--- config.mk ---
export PLATFORM = sky130hd
export DESIGN_NAME = heater_duty_supply_limiter_unit
export DESIGN_NICKNAME = d
export VERILOG_FILES = /design/src/hdl/hdsl_pkg.sv /design/src/hdl/heater_duty_supply_limiter_unit.sv
export SDC_FILE = /design/constraint.sdc
export NUM_CORES = 1
export LEC_CHECK = 0
export ABC_AREA = 1
export ABC_CLOCK_PERIOD_IN_PS = 17030
export BUFFER_PORTS_ARGS = -buffer_cell sky130_fd_sc_hd__buf_4
export CORE_UTILIZATION = 45
export CTS_CLUSTER_DIAMETER = 60
export CTS_CLUSTER_SIZE = 20
export DETAILED_ROUTE_END_ITERATION = 16
export PLACE_DENSITY = 0.7
export SETUP_SLACK_MARGIN = 0.15
export SYNTH_ARGS = -nofsm -noshare
export SYNTH_HDL_FRONTEND = slang
export SYNTH_SLANG_ARGS = --single-unit
--- constraint.sdc ---
create_clock -name clock -period 17.03 [get_ports clock]
set_clock_uncertainty 0.1 [all_clocks]
set_input_delay 1.703 -clock clock [delete_from_list [all_inputs] [get_ports clock]]
set_output_delay 1.703 -clock clock [all_outputs]
set_load 0.01 [all_outputs]
--- src/hdl/hdsl_pkg.sv ---
package hdsl_pkg;

   localparam int unsigned CHOP_PERIOD = 65;
   localparam int unsigned NTC_LEN = 32;
   localparam logic [4:0] SAFETY_RELOAD = 5'd20;
   localparam logic [22:0] FAST_LIMIT_X100 = 23'd550;
   localparam logic [6:0] HOT_HANDLE_C = 7'd85;
   localparam logic [6:0] SLOW_MARGIN_C = 7'd5;
   localparam logic [8:0] DUTY_FULL = 9'd256;
   localparam logic [8:0] DUTY_MIN = 9'd8;

   localparam logic [1:0] KIND_UPDATE = 2'd0;
   localparam logic [1:0] KIND_TICK = 2'd1;
   localparam logic [1:0] KIND_WINDOW = 2'd2;

   localparam logic [1:0] REG_VDIV = 2'd0;
   localparam logic [1:0] REG_PLIM = 2'd1;
   localparam logic [1:0] REG_SLOW_LO = 2'd2;
   localparam logic [1:0] REG_SLOW_HI = 2'd3;

   localparam logic [1:0] PH_VOLTS = 2'd0;
   localparam logic [1:0] PH_CUR = 2'd1;
   localparam logic [1:0] PH_USER = 2'd2;
   localparam logic [1:0] PH_DUTY = 2'd3;

   typedef struct packed {
      logic [1:0]  kind;
      logic [7:0]  pulse;
      logic [14:0] vin_adc;
      logic [7:0]  tip_ohms_x10;
      logic [15:0] source_amps_x100;
      logic        source_valid;
      logic        on_dc;
      logic [14:0] handle_adc;
   } req_type;

   typedef struct packed {
      logic [6:0] compare_ticks;
      logic [6:0] prescaler_out;
      logic [8:0] duty_x256_out;
   } rsp_type;

   typedef enum logic [2:0] {
      ST_IDLE,
      ST_LOAD,
      ST_DIV,
      ST_STORE,
      ST_FINISH,
      ST_DONE
   } state_type;

   function automatic logic [14:0] ntc_adc(input logic [4:0] idx);
      logic [14:0] v;
      unique case (idx)
         5'd0: v = 15'd23931;   5'd1: v = 15'd23210;   5'd2: v = 15'd22466;
         5'd3: v = 15'd21703;   5'd4: v = 15'd20924;   5'd5: v = 15'd20135;
         5'd6: v = 15'd19338;   5'd7: v = 15'd18538;   5'd8: v = 15'd17738;
         5'd9: v = 15'd16943;   5'd10: v = 15'd16156;  5'd11: v = 15'd15381;
         5'd12: v = 15'd14621;  5'd13: v = 15'd13878;  5'd14: v = 15'd13155;
         5'd15: v = 15'd12455;  5'd16: v = 15'd11778;  5'd17: v = 15'd11126;
         5'd18: v = 15'd10501;  5'd19: v = 15'd9902;   5'd20: v = 15'd9330;
         5'd21: v = 15'd8786;   5'd22: v = 15'd8269;   5'd23: v = 15'd7313;
         5'd24: v = 15'd6460;   5'd25: v = 15'd5702;   5'd26: v = 15'd5031;
         5'd27: v = 15'd4440;   5'd28: v = 15'd3921;   5'd29: v = 15'd3465;
         5'd30: v = 15'd3065;   5'd31: v = 15'd2715;
         default: v = 15'd2715;
      endcase
      return v;
   endfunction

   function automatic logic [6:0] ntc_deg(input logic [4:0] idx);
      logic [6:0] d;
      if (idx < 5'd23) begin
         d = {1'b0, idx, 1'b0};
      end else begin
         d = 7'(7'd48 + 7'({2'b0, idx - 5'd23} << 2));
      end
      return d;
   endfunction

   function automatic logic [6:0] presc_of(input logic [2:0] step);
      logic [6:0] p;
      unique case (step)
         3'd0: p = 7'd10;
         3'd1: p = 7'd20;
         3'd2: p = 7'd40;
         3'd3: p = 7'd50;
         default: p = 7'd80;
      endcase
      return p;
   endfunction

endpackage

--- src/hdl/heater_duty_supply_limiter_unit.sv ---
// Control update (kind 0): result from four 32-bit passes of one shared
// bit-serial restoring divider, each with load, divide and store steps, then a finish step.
// Period tick, window end and unused kind skip the divider and go straight to the done state.
// One beat in flight at a time; the next beat is taken the cycle after the result loads.
// Synchronous active-high reset restores state and control registers; datapath and result registers have no reset.
module heater_duty_supply_limiter_unit #(
   parameter int unsigned NTC_ROWS = 32
) (
   input  logic             clock,
   input  logic             reset,
   input  logic             req_valid,
   output logic             req_ready,
   input  hdsl_pkg::req_type req_data,
   output logic             rsp_valid,
   input  logic             rsp_ready,
   output hdsl_pkg::rsp_type rsp_data,
   input  logic             csr_valid,
   output logic             csr_ready,
   input  logic [1:0]       csr_index,
   input  logic [9:0]       csr_data
);
   import hdsl_pkg::*;

   localparam int unsigned ROW_LIM = (NTC_ROWS < NTC_LEN) ? NTC_ROWS : NTC_LEN;
   localparam int unsigned DIV_W = 32;

   state_type state_ff, state_in;

   logic [9:0]  vdiv_ff;
   logic [7:0]  plim_ff;
   logic [6:0]  slow_lo_ff, slow_hi_ff;

   logic [4:0]  safety_ff;
   logic [7:0]  pend_ff;
   logic [6:0]  cap_ff;
   logic [8:0]  latched_ff;
   logic [1:0]  tstep_ff;
   logic [6:0]  presc_ff;
   logic [6:0]  compare_ff;

   req_type     req_ff;
   logic [1:0]  phase_ff;
   logic [4:0]  bit_ff;
   logic [DIV_W-1:0] num_ff, rem_ff, den_ff;
   logic [15:0] volts_ff;
   logic [22:0] cur_ff;
   logic [17:0] limit_ff;
   logic [8:0]  duty_ff;

   logic [5:0]  row_ff;
   logic        found_ff;
   logic [6:0]  temp_ff;

   logic        rsp_valid_ff;
   rsp_type     rsp_ff;

   logic        accept, out_load;
   logic [DIV_W:0] trial;
   logic [4:0]  safety_dec;
   logic [5:0]  pulse_q;
   logic [6:0]  tick_cmp;
   logic [17:0] user_w, base_lim;
   logic [1:0]  tstep_in;
   logic [15:0] cap_prod;
   logic [6:0]  cap_in;
   logic [2:0]  base_step, step_sum;

   assign accept = req_valid && req_ready;
   assign csr_ready = 1'b1;
   assign rsp_valid = rsp_valid_ff;
   assign rsp_data = rsp_ff;

   always_comb begin
      state_in = state_ff;
      unique case (state_ff)
         ST_IDLE: begin
            if (accept) begin
               state_in = (req_data.kind == KIND_UPDATE) ? ST_LOAD : ST_DONE;
            end
         end
         ST_LOAD: state_in = ST_DIV;
         ST_DIV: begin
            if (bit_ff == 5'(DIV_W - 1)) begin
               state_in = ST_STORE;
            end
         end
         ST_STORE: state_in = (phase_ff == PH_DUTY) ? ST_FINISH : ST_LOAD;
         ST_FINISH: state_in = ST_DONE;
         ST_DONE: begin
            if (!rsp_valid_ff || rsp_ready) begin
               state_in = ST_IDLE;
            end
         end
         default: state_in = ST_IDLE;
      endcase
   end

   always_comb begin
      req_ready = (state_ff == ST_IDLE);
      out_load = (state_ff == ST_DONE) && (!rsp_valid_ff || rsp_ready);
   end

   always_comb begin
      trial = {rem_ff, num_ff[DIV_W-1]} - {1'b0, den_ff};
      safety_dec = (safety_ff == 5'd0) ? 5'd0 : 5'(safety_ff - 5'd1);
      pulse_q = pend_ff[7:2];
      tick_cmp = ({1'b0, pulse_q} > cap_ff) ? cap_ff : {1'b0, pulse_q};
      user_w = num_ff[17:0];
      base_lim = (!req_ff.on_dc && req_ff.source_valid) ?
                 {2'b0, req_ff.source_amps_x100} : 18'd0;
      cap_prod = 16'(duty_ff * 16'(CHOP_PERIOD));
      if (duty_ff >= DUTY_FULL) begin
         cap_in = 7'(CHOP_PERIOD);
      end else if (cap_prod[15:8] == 8'd0) begin
         cap_in = 7'd1;
      end else begin
         cap_in = cap_prod[14:8];
      end
      tstep_in = tstep_ff;
      priority if (tstep_ff == 2'd0 && temp_ff >= slow_lo_ff) begin
         tstep_in = 2'd1;
      end else if (tstep_ff == 2'd1 && temp_ff >= slow_hi_ff) begin
         tstep_in = 2'd2;
      end else if (tstep_ff == 2'd2 && 8'(temp_ff) + 8'(SLOW_MARGIN_C) < 8'(slow_hi_ff)) begin
         tstep_in = 2'd1;
      end else if (tstep_ff == 2'd1 && 8'(temp_ff) + 8'(SLOW_MARGIN_C) < 8'(slow_lo_ff)) begin
         tstep_in = 2'd0;
      end
      base_step = (duty_ff >= DUTY_FULL || req_ff.on_dc) ? 3'd3 :
                  ((cur_ff > FAST_LIMIT_X100) ? 3'd1 : 3'd0);
      step_sum = 3'(base_step + {1'b0, tstep_in});
   end

   always_ff @(posedge clock) begin
      if (reset) begin
         state_ff <= ST_IDLE;
         vdiv_ff <= 10'd467;
         plim_ff <= 8'd0;
         slow_lo_ff <= 7'd50;
         slow_hi_ff <= 7'd60;
         safety_ff <= 5'd0;
         pend_ff <= 8'd0;
         cap_ff <= 7'(CHOP_PERIOD);
         latched_ff <= DUTY_FULL;
         tstep_ff <= 2'd0;
         presc_ff <= 7'd50;
         compare_ff <= 7'd0;
         rsp_valid_ff <= 1'b0;
         found_ff <= 1'b1;
         row_ff <= 6'd0;
      end else begin
         state_ff <= state_in;
         if (csr_valid && csr_ready) begin
            unique case (csr_index)
               REG_VDIV: vdiv_ff <= csr_data;
               REG_PLIM: plim_ff <= csr_data[7:0];
               REG_SLOW_LO: slow_lo_ff <= csr_data[6:0];
               REG_SLOW_HI: slow_hi_ff <= csr_data[6:0];
               default: vdiv_ff <= vdiv_ff;
            endcase
         end
         if (accept) begin
            unique case (req_data.kind)
               KIND_UPDATE: begin
                  safety_ff <= SAFETY_RELOAD;
                  pend_ff <= req_data.pulse;
                  found_ff <= 1'b0;
                  row_ff <= 6'd0;
               end
               KIND_TICK: begin
                  safety_ff <= safety_dec;
                  compare_ff <= (safety_dec == 5'd0) ? 7'd0 : tick_cmp;
               end
               KIND_WINDOW: compare_ff <= 7'd0;
               default: compare_ff <= compare_ff;
            endcase
         end else if (!found_ff) begin
            if (row_ff >= 6'(ROW_LIM)) begin
               found_ff <= 1'b1;
            end else begin
               if (req_ff.handle_adc > ntc_adc(row_ff[4:0])) begin
                  found_ff <= 1'b1;
               end
               row_ff <= 6'(row_ff + 6'd1);
            end
         end
         if (state_ff == ST_FINISH) begin
            latched_ff <= duty_ff;
            cap_ff <= cap_in;
            tstep_ff <= tstep_in;
            presc_ff <= presc_of((step_sum > 3'd4) ? 3'd4 : step_sum);
         end
         if (out_load) begin
            rsp_valid_ff <= 1'b1;
         end else if (rsp_ready) begin
            rsp_valid_ff <= 1'b0;
         end
      end
   end

   always_ff @(posedge clock) begin
      if (accept) begin
         req_ff <= req_data;
         phase_ff <= PH_VOLTS;
         temp_ff <= HOT_HANDLE_C;
      end
      if (!found_ff && !accept && row_ff < 6'(ROW_LIM)
          && req_ff.handle_adc > ntc_adc(row_ff[4:0])) begin
         temp_ff <= ntc_deg(row_ff[4:0]);
      end
      unique case (state_ff)
         ST_LOAD: begin
            bit_ff <= 5'd0;
            rem_ff <= '0;
            unique case (phase_ff)
               PH_VOLTS: begin
                  num_ff <= DIV_W'({req_ff.vin_adc, 2'b00});
                  den_ff <= DIV_W'(vdiv_ff);
               end
               PH_CUR: begin
                  num_ff <= DIV_W'(volts_ff * 23'd100);
                  den_ff <= DIV_W'(req_ff.tip_ohms_x10);
               end
               PH_USER: begin
                  num_ff <= DIV_W'(plim_ff * 18'd1000);
                  den_ff <= DIV_W'(volts_ff);
               end
               PH_DUTY: begin
                  num_ff <= DIV_W'(limit_ff * 30'd2304);
                  den_ff <= DIV_W'(cur_ff * 27'd10);
               end
               default: num_ff <= num_ff;
            endcase
         end
         ST_DIV: begin
            bit_ff <= 5'(bit_ff + 5'd1);
            if (!trial[DIV_W]) begin
               rem_ff <= trial[DIV_W-1:0];
            end else begin
               rem_ff <= {rem_ff[DIV_W-2:0], num_ff[DIV_W-1]};
            end
            num_ff <= {num_ff[DIV_W-2:0], !trial[DIV_W]};
         end
         ST_STORE: begin
            phase_ff <= 2'(phase_ff + 2'd1);
            unique case (phase_ff)
               PH_VOLTS: begin
                  if (vdiv_ff == 10'd0) begin
                     volts_ff <= 16'd0;
                  end else if (num_ff[DIV_W-1:16] != '0) begin
                     volts_ff <= 16'hFFFF;
                  end else begin
                     volts_ff <= num_ff[15:0];
                  end
               end
               PH_CUR: begin
                  cur_ff <= (req_ff.tip_ohms_x10 == 8'd0 || volts_ff == 16'd0) ?
                            23'd0 : num_ff[22:0];
               end
               PH_USER: begin
                  if (plim_ff != 8'd0 && volts_ff != 16'd0
                      && (base_lim == 18'd0 || user_w < base_lim)) begin
                     limit_ff <= user_w;
                  end else begin
                     limit_ff <= base_lim;
                  end
               end
               PH_DUTY: begin
                  if (limit_ff != 18'd0 && cur_ff > 23'(limit_ff)) begin
                     duty_ff <= (num_ff[8:0] < DUTY_MIN) ? DUTY_MIN : num_ff[8:0];
                  end else begin
                     duty_ff <= DUTY_FULL;
                  end
               end
               default: phase_ff <= phase_ff;
            endcase
         end
         default: bit_ff <= bit_ff;
      endcase
      if (out_load) begin
         rsp_ff.compare_ticks <= compare_ff;
         rsp_ff.prescaler_out <= presc_ff;
         rsp_ff.duty_x256_out <= latched_ff;
      end
   end

endmodule

==> summary.md <==
| Metric | Value |
|---|---|
| Outcome | `finished, final reports clean` |
| Wire length per cell | `16.1 µm` |
| Syn avg cell area | `between 7 and 8 µm²` |
| Post-Route Utilization | `50.9%` |
| Power Internal | `2.11 mW` |
| Standard cell core area | `56700 µm²` |
| Highest clock rate | `221 MHz` |
| NetSw | `1.54 mW` |
| Post-Synthesis Cells | `3339` |
| Vias in the first global route | `20800` |
| CP Capture Type | `flip-flop` |
| Fill count | `5488` |
| Reg clk slew, reported paths | `around 0.080 ns` |
| Worst Path Max Fanout | `5` |
| Post-CTS setup repair buffer count | `0` |
| Synthesis warning total | `0` |
| Sequential share of power | `35.7%` |
| Initial core utilization | `45.8%` |
| WP data required | `roughly 17 ns` |
| Power share of the combinational group | `40.0%` |
| Synthesized flop and latch total | `349` |
| Top layer in use | `met4` |
| Gpl congestion | `between 0.9 and 1` |
| Hold_buf cts | `0` |
| Tmin final | `around 4.5 ns` |
| Met2 WL post-DR | `between 30000 and 40000 µm` |
| Largest net degree at the start of global routing | `60` |
| Drc violations | `0` |
| Via count | `22000` |
| RSZ-0062 raised after global routing | `no` |
| Pleak | `between 10 and 15 nW` |
| Synth area leaders | `edfxtp_1 29%, ha_1 15%, nand2_1 12%, inv_1 8.3%, dfxtp_1 7.7%` |
| Die footprint | `58700 µm²` |
| Die Wd | `roughly 240 µm` |
| Worst reg2reg setup slack | `roughly 13 ns` |
| Port buffer count | `104` |
| H-tree levels | `2` |
| PD cells | `between 100 and 150 nW/µm²` |
| First-pass GRT wire length | `roughly 110000 µm` |
| Slew Viols, Final | `0` |
| Synth cell types | `59` |
| Crit start category | `flip-flop` |
| CTS root buffer | `clkbuf_16` |
| Hold WC Path Type | `reg -> reg` |
| Fin Hold WS | `0.337 ns` |
| Synth area leader | `edfxtp_1` |
| Final worst-path cycle share | `26.5%` |
| Fin. Hold Viols | `0` |
| Initial drt markers | `1631` |
| Final HPWL DP | `53100 µm` |
| WL met1 | `29300 µm` |
| Layout Cells excl Fill | `4221` |
| Total grt overflow | `0` |
| Async SR Flop Fraction | `0%` |
| Cts bufs inserted | `38` |
| Relative slew slack | `19.7%` |
| Total power | `3.65 mW` |
| Post-DRT Antenna Nets | `0` |
| Nets | `3868` |
| Peak supply drop | `0.105 mV` |
| N_diodes | `0` |
| 1st-pass router iterations | `7` |
| Compound-cell area share of the yosys netlist | `under 10%` |
| Endpoints failing setup | `0` |
| Area Growth Syn to Fin | `11.1%` |
| Critical path data arrival time | `4.73 ns` |
| Layout cells sized above 1 | `7.36%` |
| MaxCap Viol Count | `0` |
| XOR/XNOR share of the synthesized area | `1.08%` |
| Worst Hold Path EP | `rsp_data[17]` |
| CTS tree | `yes` |
| Part of the Yosys area used for sequential elements | `a little over a third` |
| Deepest clock path buffer count | `3` |
| Vias/cell | `around 5.2` |
| Crit Path Class | `reg -> reg` |
| Synthesized cell area | `roughly 26000 µm²` |
| Net Sw Frac | `42.3%` |
| Fin Setup TNS | `0 ns` |
| Total Routing Usage GR | `23.0%` |
| Placed Cells | `4152` |
| Die Ht | `242 µm` |
| Yosys top cell area share | `~29%` |
| Primary FF master, synth | `edfxtp_1` |
| CTS Sinks | `between 300 and 400` |
| R2r worst-path depth | `17` |
| Initial antenna violation count | `0` |
| Clk_lat worst skew | `0.58 ns` |
| Hold_sp | `compare_ff[1]` |
| IO Count | `109` |
| Number of flops mapped to enable cells by yosys | `249` |
| Post-CTS sizing | `0` |
| Largest family of logic cells by synthesized area | `simple AND/OR/NAND/NOR gates` |
| Final wirelength | `68100 µm` |
| Clock power frac | `24.3%` |
| Metal3 WL | `3690 µm` |
| Mux cell area share after synthesis | `0%` |
| Synth Area in Adders | `17.9%` |
| Synth Net Count | `between 3000 and 4000` |
| Simple-Gate Fraction of Synth Area | `24.9%` |
| WHS Path Cells | `0` |
| Reg-to-reg endpoint | `num_ff[17]` |
| Worst r2r src | `plim_ff[2]` |
| Row count | `87` |
| Worst-Margin Slew | `1.20 ns` |
-- logic make-up after synthesis --
kind of cell | after synthesis
other | 2
XOR/XNOR | 32
flip-flops | 349
adder cells (fa/ha/maj) | 349
AO/OA/AOI/OAI | 462
AND/OR/NAND/NOR | 1497
buffers and inverters | 648
-- layout by cell type (no fill, tap or decap), types with 5 or more instances in the layout --
master     synthesis  routed
nand2_1          805     805
inv_1            574     573
ha_1             311     311
nor2_1           295     292
edfxtp_1         249     249
nand3_1          220     220
a21oi_1          214     214
o21ai_0          158     157
buf_4              6     119
dfxtp_1          100     100
nand4_1           48      48
fa_1              38      38
clkbuf_16          0      38
nor3_1            31      31
xor2_1            26      26
nor4_1            21      21
nand3b_1          19      19
o211ai_1          16      16
o21bai_1          15      15
inv_2             11      12
nand2_4           12      12
or2_2             10      10
nand2_2           10      10
clkinv_8           0      10
o22ai_1            9       9
o21a_1             7       7
nand3_2            7       7
a31oi_1            6       6
a21boi_0           6       6
xnor2_1            6       6
and2_1             6       6
nor2_2             2       5
a21o_1             5       5
inv_8              0       5
-- flip-flops by register name, indices dropped and copies added, names as in the netlist, 8 cells and up, named ones only --
signal and cells:
vdiv_ff 10, req_ff 56, num_ff 32, plim_ff 8, rem_ff 32, duty_ff 9
volts_ff 16, latched_ff 9, den_ff 27, rsp_data 22, cur_ff 23, limit_ff 18
-- worst max-delay path, cell delays in order, from the launching register on --
cell      delay, ns
dfxtp_1        0.45
inv_1          0.18
fa_1           0.56
fa_1           0.44
fa_1           0.49
fa_1           0.52
inv_1          0.04
ha_1           0.34
nand2_1        0.11
a21oi_1        0.07
nor2_1         0.12
nand2_1        0.11
nand2_1        0.09
nand3b_1       0.08
nand3_1        0.17
nand3_1        0.22
nand2_1        0.12
nand2_1        0.05
-- cell usage after synthesis (4+ instances only) --
cell type / instances
fa_1: 38
buf_2: 6
o211ai_1: 16
clkbuf_1: 39
edfxtp_1: 249
o21a_1: 7
nand2_1: 805
and2_1: 6
nand3b_1: 19
o21ai_1: 4
o22ai_1: 9
nand4_1: 48
inv_1: 574
or2_2: 10
o21bai_1: 15
buf_6: 10
dfxtp_1: 100
a221oi_1: 4
nor3_1: 31
nand2_4: 12
a31oi_1: 6
nor2_1: 295
nand2_2: 10
nand3_2: 7
xor2_1: 26
a21oi_1: 214
a21o_1: 5
ha_1: 311
buf_4: 6
a21boi_0: 6
nor4_1: 21
o21ai_0: 158
inv_2: 11
xnor2_1: 6
nand3_1: 220
-- layout make-up --
type / count / area [µm²] / share of cell area, %
multi-input cells: 2342 / 14000 / 48.4
flip-flops and latches: 349 / 9480 / 32.8
inverters: 586 / 2200 / 7.63
clock buffers: 38 / 951 / 3.29
well taps: 756 / 946 / 3.28
repair buffers: 119 / 893 / 3.09
clock inverters: 31 / 418 / 1.45
-- power groups by stage --
stage          combinational (mW)  sequential (mW)  clock (mW)
2_1_floorplan                1.07             1.28           0
3_3_place_gp                 1.43             1.32           0
3_5_place_dp                 1.45             1.32           0
4_1_cts                      1.46             1.30       0.909
5_1_grt                      1.66             1.32       0.939
6_report                     1.46             1.30       0.887
-- per-layer routing --
layer,vias up,track usage [%]
li1,11200,-
met1,10100,29.6
met2,660,38.8
met3,142,2.58
met4,0,10.5
met5,-,0
-- worst max-delay path by stage --
| stage | from | end | slack [ns] | cells after the start |
|---|---|---|---|---|
| floorplan | state_ff[1] | bit_ff[0] | 10.95 | 3 |
| CTS | plim_ff[2] | num_ff[17] | 12.48 | 18 |
| global placement | plim_ff[2] | num_ff[17] | 12.57 | 17 |
| global route | plim_ff[2] | num_ff[17] | 12.20 | 18 |
| finish | plim_ff[2] | num_ff[17] | 12.51 | 17 |
| detailed placement | plim_ff[2] | num_ff[17] | 12.52 | 18 |
-- through the flow --
stage / setup WS, ns / cell area [µm²]
detailed placement: 12.52 / 27500
finish: 12.51 / 28900
global route: 12.20 / 28900
floorplan: 10.95 / 26000
CTS: 12.48 / 28900
global placement: 12.57 / 27500
No activity file was read; power rests on OpenSTA's default activity.
